File: config.mk
export PLATFORM = sky130hd
export DESIGN_NAME = yaw_pitch_look_direction_flat
export DESIGN_NICKNAME = d
export VERILOG_FILES = /design/src/ypld_pkg.sv /design/src/ypld_if.sv /design/src/ypld_cordic.sv /design/src/ypld_mul.sv /design/src/yaw_pitch_look_direction.sv /design/src/flat_wrapper.sv
export SDC_FILE = /design/constraint.sdc
export NUM_CORES = 2
export LEC_CHECK = 0
export BUFFER_PORTS_ARGS = -buffer_cell sky130_fd_sc_hd__buf_2
export CORE_AREA = 2 2 502 553
export CTS_BUF_LIST = sky130_fd_sc_hd__clkbuf_16
export DETAILED_ROUTE_END_ITERATION = 8
export DIE_AREA = 0 0 504 555
export HOLD_SLACK_MARGIN = 0.15
export PLACE_DENSITY = 0.55
export SYNTH_ARGS = -nofsm -noshare
export SYNTH_HDL_FRONTEND = slang
export SYNTH_SLANG_ARGS = --single-unit
File: constraint.sdc
create_clock -name clk_i -period 12.8 [get_ports clk_i]
set_clock_uncertainty 0.05 [all_clocks]
set_input_delay 1.92 -clock clk_i [delete_from_list [all_inputs] [get_ports clk_i]]
set_output_delay 1.92 -clock clk_i [all_outputs]
set_load 0.02 [all_outputs]
File: src/ypld_pkg.sv
// Shared constants, types and the arctangent table for the look-direction block.
// No dependencies; ypld_cordic, ypld_mul and the top level in src import this package.
package ypld_pkg;

  localparam int unsigned CORDIC_STEPS = 16;
  localparam int unsigned CORDIC_CNT_W = $clog2(CORDIC_STEPS);

  localparam int unsigned GAIN_W = 24;
  localparam logic [GAIN_W-1:0] GAIN_RESET = 24'd4096;

  localparam logic signed [31:0] CORDIC_K    = 32'sd652032874;
  localparam logic signed [31:0] PITCH_LIMIT = 32'sd1073058259;

  typedef struct packed {
    logic               done;
    logic signed [31:0] cos_v;
    logic signed [31:0] sin_v;
  } cs_res_t;

  function automatic logic [29:0] ypld_atan(input logic [4:0] idx);
    logic [29:0] r;
    case (idx)
      5'd0:    r = 30'd536870912;
      5'd1:    r = 30'd316933406;
      5'd2:    r = 30'd167458907;
      5'd3:    r = 30'd85004756;
      5'd4:    r = 30'd42667331;
      5'd5:    r = 30'd21354465;
      5'd6:    r = 30'd10679838;
      5'd7:    r = 30'd5340245;
      5'd8:    r = 30'd2670163;
      5'd9:    r = 30'd1335087;
      5'd10:   r = 30'd667544;
      5'd11:   r = 30'd333772;
      5'd12:   r = 30'd166886;
      5'd13:   r = 30'd83443;
      5'd14:   r = 30'd41722;
      5'd15:   r = 30'd20861;
      5'd16:   r = 30'd10430;
      5'd17:   r = 30'd5215;
      5'd18:   r = 30'd2608;
      5'd19:   r = 30'd1304;
      5'd20:   r = 30'd652;
      5'd21:   r = 30'd326;
      5'd22:   r = 30'd163;
      5'd23:   r = 30'd81;
      default: r = 30'd0;
    endcase
    return r;
  endfunction

endpackage

File: src/ypld_if.sv
// Valid/ready channel interfaces for the input and result beats.
// No dependencies.
interface ypld_in_if;
  logic               valid;
  logic               ready;
  logic signed [15:0] motion_x;
  logic signed [15:0] motion_y;
  logic               focused;
  logic signed [31:0] eye_x;
  logic signed [31:0] eye_y;
  logic signed [31:0] eye_z;

  modport source (output valid, motion_x, motion_y, focused, eye_x, eye_y, eye_z,
                  input ready);
  modport sink   (input valid, motion_x, motion_y, focused, eye_x, eye_y, eye_z,
                  output ready);
endinterface

interface ypld_out_if;
  logic               valid;
  logic               ready;
  logic signed [31:0] look_x;
  logic signed [31:0] look_y;
  logic signed [31:0] look_z;
  logic        [31:0] heading;
  logic signed [30:0] elevation;

  modport source (output valid, look_x, look_y, look_z, heading, elevation,
                  input ready);
  modport sink   (input valid, look_x, look_y, look_z, heading, elevation,
                  output ready);
endinterface

File: src/ypld_cordic.sv
// Iterative rotation-mode CORDIC giving cosine and sine, in Q2.30, of a 32-bit binary angle.
// Depends on ypld_pkg for the step count, gain constant and arctangent table.
module ypld_cordic import ypld_pkg::*; (
  input  logic              clk_i,
  input  logic              rst_ni,
  input  logic              start_i,
  input  logic       [31:0] angle_i,
  output cs_res_t           res_o
);

  logic                    run_q, run_d;
  logic                    done_q, done_d;
  logic [CORDIC_CNT_W-1:0] cnt_q, cnt_d;
  logic [1:0]              quad_q, quad_d;
  logic signed [31:0]      x_q, x_d, y_q, y_d, z_q, z_d;
  logic signed [31:0]      x_sh, y_sh, at_v;
  logic [1:0]              quad_in;

  always_comb begin
    quad_in = 2'(((angle_i + 32'h2000_0000) >> 30));
    x_sh    = x_q >>> cnt_q;
    y_sh    = y_q >>> cnt_q;
    at_v    = signed'({2'b00, ypld_atan(5'(cnt_q))});
    run_d   = run_q;
    done_d  = 1'b0;
    cnt_d   = cnt_q;
    quad_d  = quad_q;
    x_d     = x_q;
    y_d     = y_q;
    z_d     = z_q;
    if (start_i && !run_q) begin
      run_d  = 1'b1;
      cnt_d  = '0;
      quad_d = quad_in;
      x_d    = CORDIC_K;
      y_d    = '0;
      z_d    = signed'(angle_i - {quad_in, 30'b0});
    end else if (run_q) begin
      if (!z_q[31]) begin
        x_d = x_q - y_sh;
        y_d = y_q + x_sh;
        z_d = z_q - at_v;
      end else begin
        x_d = x_q + y_sh;
        y_d = y_q - x_sh;
        z_d = z_q + at_v;
      end
      cnt_d = cnt_q + 1'b1;
      if (cnt_q == CORDIC_CNT_W'(CORDIC_STEPS - 1)) begin
        run_d  = 1'b0;
        done_d = 1'b1;
      end
    end
  end

  always_ff @(posedge clk_i or negedge rst_ni) begin
    if (!rst_ni) begin
      run_q  <= 1'b0;
      done_q <= 1'b0;
    end else begin
      run_q  <= run_d;
      done_q <= done_d;
    end
  end

  always_ff @(posedge clk_i) begin
    cnt_q  <= cnt_d;
    quad_q <= quad_d;
    x_q    <= x_d;
    y_q    <= y_d;
    z_q    <= z_d;
  end

  always_comb begin
    res_o.done = done_q;
    case (quad_q)
      2'd0: begin
        res_o.cos_v = x_q;
        res_o.sin_v = y_q;
      end
      2'd1: begin
        res_o.cos_v = -y_q;
        res_o.sin_v = x_q;
      end
      2'd2: begin
        res_o.cos_v = -x_q;
        res_o.sin_v = -y_q;
      end
      default: begin
        res_o.cos_v = y_q;
        res_o.sin_v = -x_q;
      end
    endcase
  end

endmodule

File: src/ypld_mul.sv
// Shared 32 by 32 signed multiplier with a registered product.
// Depends on ypld_pkg only through the common import convention.
module ypld_mul import ypld_pkg::*; (
  input  logic               clk_i,
  input  logic               en_i,
  input  logic signed [31:0] a_i,
  input  logic signed [31:0] b_i,
  output logic signed [63:0] prod_o
);

  logic signed [63:0] prod_q;

  always_ff @(posedge clk_i) begin
    if (en_i) begin
      prod_q <= a_i * b_i;
    end
  end

  assign prod_o = prod_q;

endmodule

File: src/yaw_pitch_look_direction.sv
// Top level of the look-direction block: sequencer, angle state and output register.
// Depends on ypld_pkg, ypld_if, ypld_cordic and ypld_mul.
//
// Each input beat optionally turns yaw and pitch by the pointer motion times
// mouse_gain, clamps pitch just short of straight up or down, and returns one
// result beat holding the eye position plus the unit look vector, saturated
// to Q16.16, together with the updated heading and elevation. Input beats are
// taken only in the idle state: ready drops after each acceptance until the
// item has passed the gain, clamp, CORDIC and direction states, and stays low
// longer while a finished result waits for a full output register to drain.
// The single CORDIC unit runs once for pitch and once for yaw, and the shared
// multiplier serves both the gain products and the direction products. A
// finished result sits in an output register, so the next beat can be taken
// while it waits. Write mouse_gain only while no item is in flight.
module yaw_pitch_look_direction import ypld_pkg::*; (
  input  logic              clk_i,
  input  logic              rst_ni,
  input  logic              cfg_we_i,
  input  logic [GAIN_W-1:0] cfg_wdata_i,
  ypld_in_if.sink           in_ch,
  ypld_out_if.source        out_ch
);

  typedef enum logic [9:0] {
    ST_IDLE = 10'b00_0000_0001,
    ST_GX   = 10'b00_0000_0010,
    ST_GY   = 10'b00_0000_0100,
    ST_PIT  = 10'b00_0000_1000,
    ST_CPS  = 10'b00_0001_0000,
    ST_CPW  = 10'b00_0010_0000,
    ST_CYW  = 10'b00_0100_0000,
    ST_MDX  = 10'b00_1000_0000,
    ST_MDZ  = 10'b01_0000_0000,
    ST_FIN  = 10'b10_0000_0000
  } state_e;

  localparam logic signed [41:0] PitHi = 42'(PITCH_LIMIT);
  localparam logic signed [41:0] PitLo = -PitHi;

  function automatic logic signed [31:0] sat32(input logic signed [32:0] s);
    logic signed [31:0] r;
    if (s[32] != s[31]) begin
      r = s[32] ? 32'sh8000_0000 : 32'sh7FFF_FFFF;
    end else begin
      r = s[31:0];
    end
    return r;
  endfunction

  state_e             state_q, state_d;
  logic [GAIN_W-1:0]  gain_q;
  logic [31:0]        yaw_q, yaw_d;
  logic signed [31:0] pitch_q, pitch_d;
  logic               out_vld_q, out_vld_d;

  logic signed [15:0] mx_q, my_q;
  logic               foc_q;
  logic signed [31:0] eye_x_q, eye_y_q, eye_z_q;
  logic signed [31:0] cp_q, sp_q, cy_q, sy_q;
  logic signed [31:0] lookx_q;
  logic signed [31:0] out_x_q, out_y_q, out_z_q;
  logic [31:0]        out_head_q;
  logic signed [30:0] out_elev_q;

  logic               mul_en;
  logic signed [31:0] mul_a, mul_b;
  logic signed [63:0] prod;

  logic               cor_start;
  logic [31:0]        cor_angle;
  cs_res_t            cor_res;

  logic signed [41:0] pit_sub, pit_diff;
  logic signed [63:0] rnd_xz;
  logic signed [19:0] d_xz;
  logic signed [32:0] rnd_y;
  logic signed [18:0] d_y;
  logic signed [31:0] look_x_v, look_y_v, look_z_v;
  logic               out_load;

  ypld_mul u_mul (
    .clk_i  (clk_i),
    .en_i   (mul_en),
    .a_i    (mul_a),
    .b_i    (mul_b),
    .prod_o (prod)
  );

  ypld_cordic u_cordic (
    .clk_i   (clk_i),
    .rst_ni  (rst_ni),
    .start_i (cor_start),
    .angle_i (cor_angle),
    .res_o   (cor_res)
  );

  always_comb begin
    pit_sub  = foc_q ? prod[41:0] : '0;
    pit_diff = {{10{pitch_q[31]}}, pitch_q} - pit_sub;
    rnd_xz   = prod + 64'sh0000_0800_0000_0000;
    d_xz     = rnd_xz[63:44];
    rnd_y    = {sp_q[31], sp_q} + 33'sd8192;
    d_y      = rnd_y[32:14];
    look_x_v = sat32({eye_x_q[31], eye_x_q} + {{13{d_xz[19]}}, d_xz});
    look_y_v = sat32({eye_y_q[31], eye_y_q} + {{14{d_y[18]}}, d_y});
    look_z_v = sat32({eye_z_q[31], eye_z_q} + {{13{d_xz[19]}}, d_xz});
  end

  always_comb begin
    state_d   = state_q;
    yaw_d     = yaw_q;
    pitch_d   = pitch_q;
    mul_en    = 1'b0;
    mul_a     = cp_q;
    mul_b     = sy_q;
    cor_start = 1'b0;
    cor_angle = pitch_q;
    out_load  = 1'b0;
    out_vld_d = out_vld_q && !out_ch.ready;
    case (state_q)
      ST_IDLE: begin
        if (in_ch.valid) begin
          state_d = ST_GX;
        end
      end
      ST_GX: begin
        mul_en  = 1'b1;
        mul_a   = {{16{mx_q[15]}}, mx_q};
        mul_b   = signed'({8'b0, gain_q});
        state_d = ST_GY;
      end
      ST_GY: begin
        mul_en  = 1'b1;
        mul_a   = {{16{my_q[15]}}, my_q};
        mul_b   = signed'({8'b0, gain_q});
        if (foc_q) begin
          yaw_d = yaw_q - prod[31:0];
        end
        state_d = ST_PIT;
      end
      ST_PIT: begin
        if (pit_diff > PitHi) begin
          pitch_d = PITCH_LIMIT;
        end else if (pit_diff < PitLo) begin
          pitch_d = -PITCH_LIMIT;
        end else begin
          pitch_d = pit_diff[31:0];
        end
        state_d = ST_CPS;
      end
      ST_CPS: begin
        cor_start = 1'b1;
        state_d   = ST_CPW;
      end
      ST_CPW: begin
        cor_angle = yaw_q;
        if (cor_res.done) begin
          cor_start = 1'b1;
          state_d   = ST_CYW;
        end
      end
      ST_CYW: begin
        if (cor_res.done) begin
          state_d = ST_MDX;
        end
      end
      ST_MDX: begin
        mul_en  = 1'b1;
        mul_a   = cp_q;
        mul_b   = sy_q;
        state_d = ST_MDZ;
      end
      ST_MDZ: begin
        mul_en  = 1'b1;
        mul_a   = cp_q;
        mul_b   = cy_q;
        state_d = ST_FIN;
      end
      ST_FIN: begin
        if (!out_vld_q || out_ch.ready) begin
          out_load  = 1'b1;
          out_vld_d = 1'b1;
          state_d   = ST_IDLE;
        end
      end
      default: begin
        state_d = ST_IDLE;
      end
    endcase
  end

  always_ff @(posedge clk_i or negedge rst_ni) begin
    if (!rst_ni) begin
      state_q   <= ST_IDLE;
      gain_q    <= GAIN_RESET;
      yaw_q     <= '0;
      pitch_q   <= '0;
      out_vld_q <= 1'b0;
    end else begin
      state_q   <= state_d;
      yaw_q     <= yaw_d;
      pitch_q   <= pitch_d;
      out_vld_q <= out_vld_d;
      if (cfg_we_i) begin
        gain_q <= cfg_wdata_i;
      end
    end
  end

  always_ff @(posedge clk_i) begin
    if (state_q == ST_IDLE && in_ch.valid) begin
      mx_q    <= in_ch.motion_x;
      my_q    <= in_ch.motion_y;
      foc_q   <= in_ch.focused;
      eye_x_q <= in_ch.eye_x;
      eye_y_q <= in_ch.eye_y;
      eye_z_q <= in_ch.eye_z;
    end
    if (state_q == ST_CPW && cor_res.done) begin
      cp_q <= cor_res.cos_v;
      sp_q <= cor_res.sin_v;
    end
    if (state_q == ST_CYW && cor_res.done) begin
      cy_q <= cor_res.cos_v;
      sy_q <= cor_res.sin_v;
    end
    if (state_q == ST_MDZ) begin
      lookx_q <= look_x_v;
    end
    if (out_load) begin
      out_x_q    <= lookx_q;
      out_y_q    <= look_y_v;
      out_z_q    <= look_z_v;
      out_head_q <= yaw_q;
      out_elev_q <= pitch_q[30:0];
    end
  end

  assign in_ch.ready      = (state_q == ST_IDLE);
  assign out_ch.valid     = out_vld_q;
  assign out_ch.look_x    = out_x_q;
  assign out_ch.look_y    = out_y_q;
  assign out_ch.look_z    = out_z_q;
  assign out_ch.heading   = out_head_q;
  assign out_ch.elevation = out_elev_q;

endmodule

File: src/flat_wrapper.sv
// flat-port wrapper written by rule: the top's interface ports become plain ports
module yaw_pitch_look_direction_flat import ypld_pkg::*;
  (clk_i, rst_ni, cfg_we_i, cfg_wdata_i, in_ch_valid, in_ch_motion_x, in_ch_motion_y, in_ch_focused, in_ch_eye_x, in_ch_eye_y, in_ch_eye_z, in_ch_ready, out_ch_valid, out_ch_look_x, out_ch_look_y, out_ch_look_z, out_ch_heading, out_ch_elevation, out_ch_ready);
  ypld_in_if in_ch_i ();
  ypld_out_if out_ch_i ();
  input  logic clk_i;
  input  logic rst_ni;
  input  logic cfg_we_i;
  input  logic [GAIN_W-1:0] cfg_wdata_i;
  input wire logic [$bits(in_ch_i.valid)-1:0] in_ch_valid;
  input wire logic [$bits(in_ch_i.motion_x)-1:0] in_ch_motion_x;
  input wire logic [$bits(in_ch_i.motion_y)-1:0] in_ch_motion_y;
  input wire logic [$bits(in_ch_i.focused)-1:0] in_ch_focused;
  input wire logic [$bits(in_ch_i.eye_x)-1:0] in_ch_eye_x;
  input wire logic [$bits(in_ch_i.eye_y)-1:0] in_ch_eye_y;
  input wire logic [$bits(in_ch_i.eye_z)-1:0] in_ch_eye_z;
  output wire logic [$bits(in_ch_i.ready)-1:0] in_ch_ready;
  output wire logic [$bits(out_ch_i.valid)-1:0] out_ch_valid;
  output wire logic [$bits(out_ch_i.look_x)-1:0] out_ch_look_x;
  output wire logic [$bits(out_ch_i.look_y)-1:0] out_ch_look_y;
  output wire logic [$bits(out_ch_i.look_z)-1:0] out_ch_look_z;
  output wire logic [$bits(out_ch_i.heading)-1:0] out_ch_heading;
  output wire logic [$bits(out_ch_i.elevation)-1:0] out_ch_elevation;
  input wire logic [$bits(out_ch_i.ready)-1:0] out_ch_ready;
  assign in_ch_i.valid = in_ch_valid;
  assign in_ch_i.motion_x = in_ch_motion_x;
  assign in_ch_i.motion_y = in_ch_motion_y;
  assign in_ch_i.focused = in_ch_focused;
  assign in_ch_i.eye_x = in_ch_eye_x;
  assign in_ch_i.eye_y = in_ch_eye_y;
  assign in_ch_i.eye_z = in_ch_eye_z;
  assign in_ch_ready = in_ch_i.ready;
  assign out_ch_valid = out_ch_i.valid;
  assign out_ch_look_x = out_ch_i.look_x;
  assign out_ch_look_y = out_ch_i.look_y;
  assign out_ch_look_z = out_ch_i.look_z;
  assign out_ch_heading = out_ch_i.heading;
  assign out_ch_elevation = out_ch_i.elevation;
  assign out_ch_i.ready = out_ch_ready;
  yaw_pitch_look_direction u_core (.clk_i(clk_i), .rst_ni(rst_ni), .cfg_we_i(cfg_we_i), .cfg_wdata_i(cfg_wdata_i), .in_ch(in_ch_i), .out_ch(out_ch_i));
endmodule
==> After elaboration in Yosys (flattened, before gate mapping) <==
Memory sizes are Yosys's and may differ from the RTL's. A register that Yosys moved wholly into a read port is not among the register bits.
Cells that the tools add are included.
{ "op_classes": {"n_eq_ne": 20, "n_shift": 2, "mul": 1, "n_mux": 38, "reduce_logical": 15, "n_lt_le_gt_ge": 2, "add_sub_neg": 18} }
{ "op_table": {"columns": ["cell", "n"], "rows": [
  ["32-bit two-way mux", 14],
  ["64-bit one-hot mux with 3 select lines", 1],
  ["32-bit one-hot mux with 2 select lines", 2],
  ["32-bit subtractor", 4],
  ["10-bit one-hot mux with 10 select lines", 1],
  ["32-bit by 20-bit adder with 33-bit output", 2],
  ["32-bit adder", 2],
  ["64-bit by 45-bit adder with 64-bit output (second input constant)", 1],
  ["32-bit by 32-bit multiplier with 64-bit output", 1],
  ["32-bit negator", 2],
  ["32-bit by 4-bit >>> shifter with 32-bit output", 2],
  ["42-bit by 31-bit greater-than comparator with 1-bit output (second input constant)", 1],
  ["42-bit by 31-bit less-than comparator with 1-bit output (second input constant)", 1],
  ["42-bit two-way mux", 1],
  ["42-bit subtractor", 1],
  ["10-bit two-way mux", 4],
  ["32-bit by 15-bit adder with 33-bit output (second input constant)", 1],
  ["32-bit by 19-bit adder with 33-bit output", 1],
  ["32-bit by 30-bit adder with 32-bit output (second input constant)", 1],
  ["32-bit by 31-bit adder with 32-bit output", 1],
  ["32-bit by 31-bit subtractor with 32-bit output", 1],
  ["1-bit two-way mux", 12],
  ["10-bit by 1-bit equality test with 1-bit output (second input constant)", 1],
  ["10-bit equality test (second input constant)", 1],
  ["26 further kinds", 37]
]} }
{ "totals": {"rom_bits": 480, "in_bits": 158, "out_inout_bits": 161, "elab_cells": 126, "mem_count": 1, "reg_bits": 715} }
{ "memory_table": {"columns": ["memory", "depth", "word_bits", "rd", "rd_clocked_by_memory_dff", "write_ports", "line", "rtl"], "rows": [
  ["(no name shown)", 16, 30, 1, 1, 0, "ypld_pkg.sv:22", "case (idx)"]
]} }

==> Logic depth before layout (Yosys ltp) <==
{ "depth": {"word_depth": 5, "mapped_depth": 41, "mapped_depth_nobuf": 36} }

==> By module <==
A second synthesis with hierarchy kept.
{ "hier_totals": {"cells_unflattened": 8851, "hier_area_um2": 85194.2} }
{ "modules_own_cells": {"columns": ["module", "area_per_inst_um2", "seq_area_each_um2", "cells_each", "n_inst"], "rows": [
  ["ypld_mul", 38220.4, 1921.8, 3935, 1],
  ["yaw_pitch_look_direction", 29046.6, 15542.4, 2616, 1],
  ["ypld_cordic", 17927.2, 3032.9, 2300, 1]
]} }

==> Worst setup path after synthesis <==
Ideal clock, no wire load.
{ "synth_path": {"path_type": "input -> register", "start": "input out_ch_ready", "end": "register u_core.out_elev_q[0], in the netlist u_core.out_ch.elevation[0] (enable)", "cell_stages": 2, "setup_time_ns": 0.731, "n_path_buf": 0, "t_required_ns": 12.019, "path_slack_ns": 2.405, "arrival_time_ns": 9.614, "path_cell_list": "inv_1 -> a21oi_1"} }
{ "synth_via": {"elab_chain_len": 3} }
{ "synth_lines": {"columns": ["element", "line", "rtl"], "rows": [
  ["start, declared", "flat_wrapper.sv:24", "input wire logic [$bits(out_ch_i.ready)-1:0] out_ch_ready;"],
  ["1-bit logical OR", "yaw_pitch_look_direction.sv:180", "if (!out_vld_q || out_ch.ready) begin"],
  ["1-bit two-way mux", "yaw_pitch_look_direction.sv:180", null],
  ["1-bit two-way mux", "yaw_pitch_look_direction.sv:120", "case (state_q)"],
  ["via u_core.out_load", "yaw_pitch_look_direction.sv:79", "logic out_load;"],
  ["end signal, assigned", "yaw_pitch_look_direction.sv:235", "out_elev_q <= pitch_q[30:0];"],
  ["end, declared", "yaw_pitch_look_direction.sv:63", "logic signed [30:0] out_elev_q;"]
]} }
The timed path passes the listed nets, and every way through them passes these cells.
A chain may end at the register's enable or synchronous reset.

==> Final worst setup path <==
{ "layout_path": {"start": "register u_core.state_q[6]", "end": "register u_core.u_mul.prod_q[63], in the netlist u_core.u_mul.prod_o[63] (data pin)"} }
{ "layout_via": {"elab_chain_len": 4, "word_cells_on_any_way": 7, "cone_classes": "mul: 1; eq/ne: 3; mux: 2; reduce/logical: 1"} }
{ "layout_lines": {"columns": ["element", "line", "rtl"], "rows": [
  ["start, declared", "yaw_pitch_look_direction.sv:50", "state_e state_q, state_d;"],
  ["start signal, assigned", "yaw_pitch_look_direction.sv:200", "state_q <= state_d;"],
  ["10-bit by 2-bit equality test with 1-bit output / 10-bit by 3-bit equality test with 1-bit output (equally long branches)", "yaw_pitch_look_direction.sv:120", null],
  ["2-bit OR reduction (no line)", null, null],
  ["32-bit one-hot mux with 2 select lines", "yaw_pitch_look_direction.sv:120", null],
  ["32-bit by 32-bit multiplier with 64-bit output *", "ypld_mul.sv:15", "prod_q <= a_i * b_i;"],
  ["end signal, assigned", "ypld_mul.sv:15", null],
  ["end, declared", "ypld_mul.sv:11", "logic signed [63:0] prod_q;"]
]} }
Mark *: on every way between the ends. The rest lies on a longest branch, timed or not.

==> impl_results.md <==
- Mapped cell area: just over 80,000 um^2
- Worst path slowest cell: a221oi_2
- Clock insertion delay at the later pin of the skew report: 0.77 ns
- Port Buffers: 318
- Slew margin rel.: 9.05%
- Async S/R FF share, synth: 13.8%
- Number of synthesized register bits: 731
- Sequential element share of the synthesized area: 25.0%
- Crit start category: flip-flop
- CTS HTree Levels: 3
- Worst Path Max Fanout: 28
- Mean Syn Cell Area: approximately 9.6 um^2
- Fillers: ~28,000
- Remaining DRCs: 0
- CTS tree: yes
- First-pass GRT wire length: 411,000 um
- Final hold violation count: 0
- IO Pins: 319
- Synth Instances: 8,492
- Largest family of logic cells by synthesized area: adder cells
- Number of synthesized flops with an enable pin: about 530
- Largest net degree at the start of global routing: between 90 and 100
- Clock transition at path regs: 0.06 ns
- Die area: 280,000 um^2
- Initial antenna violation count: 17
- Max-slew violation count: 0
- GRT Total Usage: around 19%
- Max FFs per register: 63
- Clk root buf: clkbuf_16
- Clock Path Buffers: 3
- Worst-margin pin slew: around 1.4 ns
- Starting DRC count in detailed routing: 5,133
- Total Routed Length: roughly 280,000 um
- R2R Setup Slk: 0.65 ns
- Die Height: 555 um
- Crit Path Category: flip-flop to flip-flop
- Drt via density: 5.05
- Final setup violating endpoints: 0
- Sum Neg Setup Slack: 0 ns
- Slowest stage delay, CP: about 1.1 ns
- Syn_nets: a little over 10,000
- Yosys warns: 0
- Worst min path class: flip-flop to flip-flop
- Fin crit period: 12.15 ns
- Netlist cell types: 99
- Vias in the first global route: 63,800
- Most common cell in the netlist: inv_1
- Hold-fix buffers, CTS: 0
- Fin Hold WS: between 0.3 and 0.4 ns
- MaxCap Viol Count: 0
- Width of the die: 504 um
- Critical Path End Type: flip-flop
- Post-cts resize count: 0
- Status: finished, final reports clean
- Metal-1 WL: 118,000 um
- Post-synthesis mux area share: under 10%
- CTS buffer count: a little over 90
- DR vias: 62,600
- Yosys top cell by area: fa_1
- Post-Synth XOR/XNOR Area: 5.38%
- Met3 WL: approximately 23,000 um
- Synth Area in Adders: between 30% and 40%
- Commonest cells post-synth: inv_1, fa_1, nor2_1, nand2_1, edfxtp_1
- WL met2: between 100,000 and 150,000 um
- Wire length per cell: 22.3 um
- Core ar.: 274,000 um^2
- Post-synthesis compound-gate area fraction: 11.1%
- GPL Wtd Cong: about 0.94
- Fin nets: 10,300
- Final antenna-violating net count: 0
- Top Layer Used: met5
- WP data required: between 10 and 15 ns
- Fmax: 82.3 MHz
- HPWL Detailed: 220,000 um
- Top cells by area, synth: fa_1, edfxtp_1, ha_1
- Clock Sinks: 731
- Yosys top cell area share: 26.7%
- Fraction of layout cells with a size suffix above 1: 9.96%
- Setup Buffers After CTS: 0
- Unrepaired setup endpoints after global routing: no
- # rows: 202
- Synth Flop Type: edfxtp_1
- Final Cycle Share: a little over nine tenths
- Worst Path Arrival: 12.57 ns
- Synth Area in Simple Gates: approximately an eighth
- Initial core utilization: 29.8%
- Drt pass-1 iters: 6
- Final Util: 33.2%
- Top cell by count, worst path: fa_1
- Overflow after GRT: 0
- Synthesis-to-layout area growth: 11.2%
## through the flow
step	cell area (um^2)	setup WS, ns	cells
global route	91100	0.190	12400
CTS	91000	0.541	12400
detailed placement	87900	0.591	12200
floorplan	81900	2.41	8492
finish	91100	0.651	12400
global placement	87900	0.622	12200
## layout by cell type, fill, tap and decap left out, types with 44 or more instances in the layout
master and instances:
nand2b_1 81, and2_1 75, dfrtp_1 99, mux2i_1 67, o21a_1 71, a31oi_1 44
mux2_2 68, nor2_1 967, a21oi_1 444, o21ai_0 327, ha_1 461, dfxtp_1 95
buf_2 317, xnor2_1 308, nand3_1 83, fa_1 1090, a21o_1 138, buf_4 133
and3_1 45, inv_1 1222, edfxtp_1 532, nor3_1 72, nand2_1 822, clkbuf_16 93
nor2b_1 59, xor2_1 192, mux4_2 89
## path summary, 6_finish.rpt
path | from | endpoint | cells past startpoint
setup / recovery | u_core.state_q[6]$_DFFE_PN0P_ | u_core.u_mul.prod_o[63]$_DFFE_PP_ | 35
hold / removal | u_core.lookx_q[5]$_DFFE_PN_ | u_core.out_ch.look_x[5]$_DFFE_PP_ | 0
setup reg to reg | u_core.state_q[6]$_DFFE_PN0P_ | u_core.u_mul.prod_o[63]$_DFFE_PP_ | 35
hold reg to reg | u_core.lookx_q[5]$_DFFE_PN_ | u_core.out_ch.look_x[5]$_DFFE_PP_ | 0
max in group asynchronous | rst_ni | u_core.yaw_q[31]$_DFFE_PN0P_ | 2
min in group asynchronous | rst_ni | u_core.u_cordic.run_q$_DFF_PN0_ | 1
## critical path: cells and delay by family, from the launching register on
kind / cells / cell delay [ns]
buffers and inverters: 6 / 0.81
flip-flops: 1 / 0.44
XOR/XNOR: 1 / 0.08
AO/OA/AOI/OAI: 8 / 2.82
AND/OR/NAND/NOR: 11 / 3.20
adder cells (fa/ha/maj): 9 / 4.41
## area by class of cell
class / count / area (um^2) / share of cell area [%]
diodes: 16 / 40.0 / 0.0440
clock buffers: 93 / 2330 / 2.55
clock inverters: 76 / 808 / 0.887
inverters: 1207 / 4530 / 4.97
multi-input cells: 6149 / 55700 / 61.2
flip-flops and latches: 731 / 20500 / 22.5
well taps: 3672 / 4590 / 5.04
repair buffers: 451 / 2610 / 2.86
## cells by family after synthesis
family                     count (synthesis)
DFF                                      731
and+or+nand+nor                         2397
adders and majority gates               1575
AOI/OAI and AO/OA                       1451
buffers and inverters                   1612
muxes                                    224
xor gates and xnor gates                 502
## per-layer routing
layer | vias up | track usage (%)
met3 | 429 | 4.67
met5 | - | 0
met2 | 2209 | 30.6
met1 | 31700 | 25.6
li1 | 28300 | -
met4 | 12 | 7.32
Power is left out: the tool's default activity adds up to more than one toggle a clock period on the data nets, which glitch-free logic cannot reach.
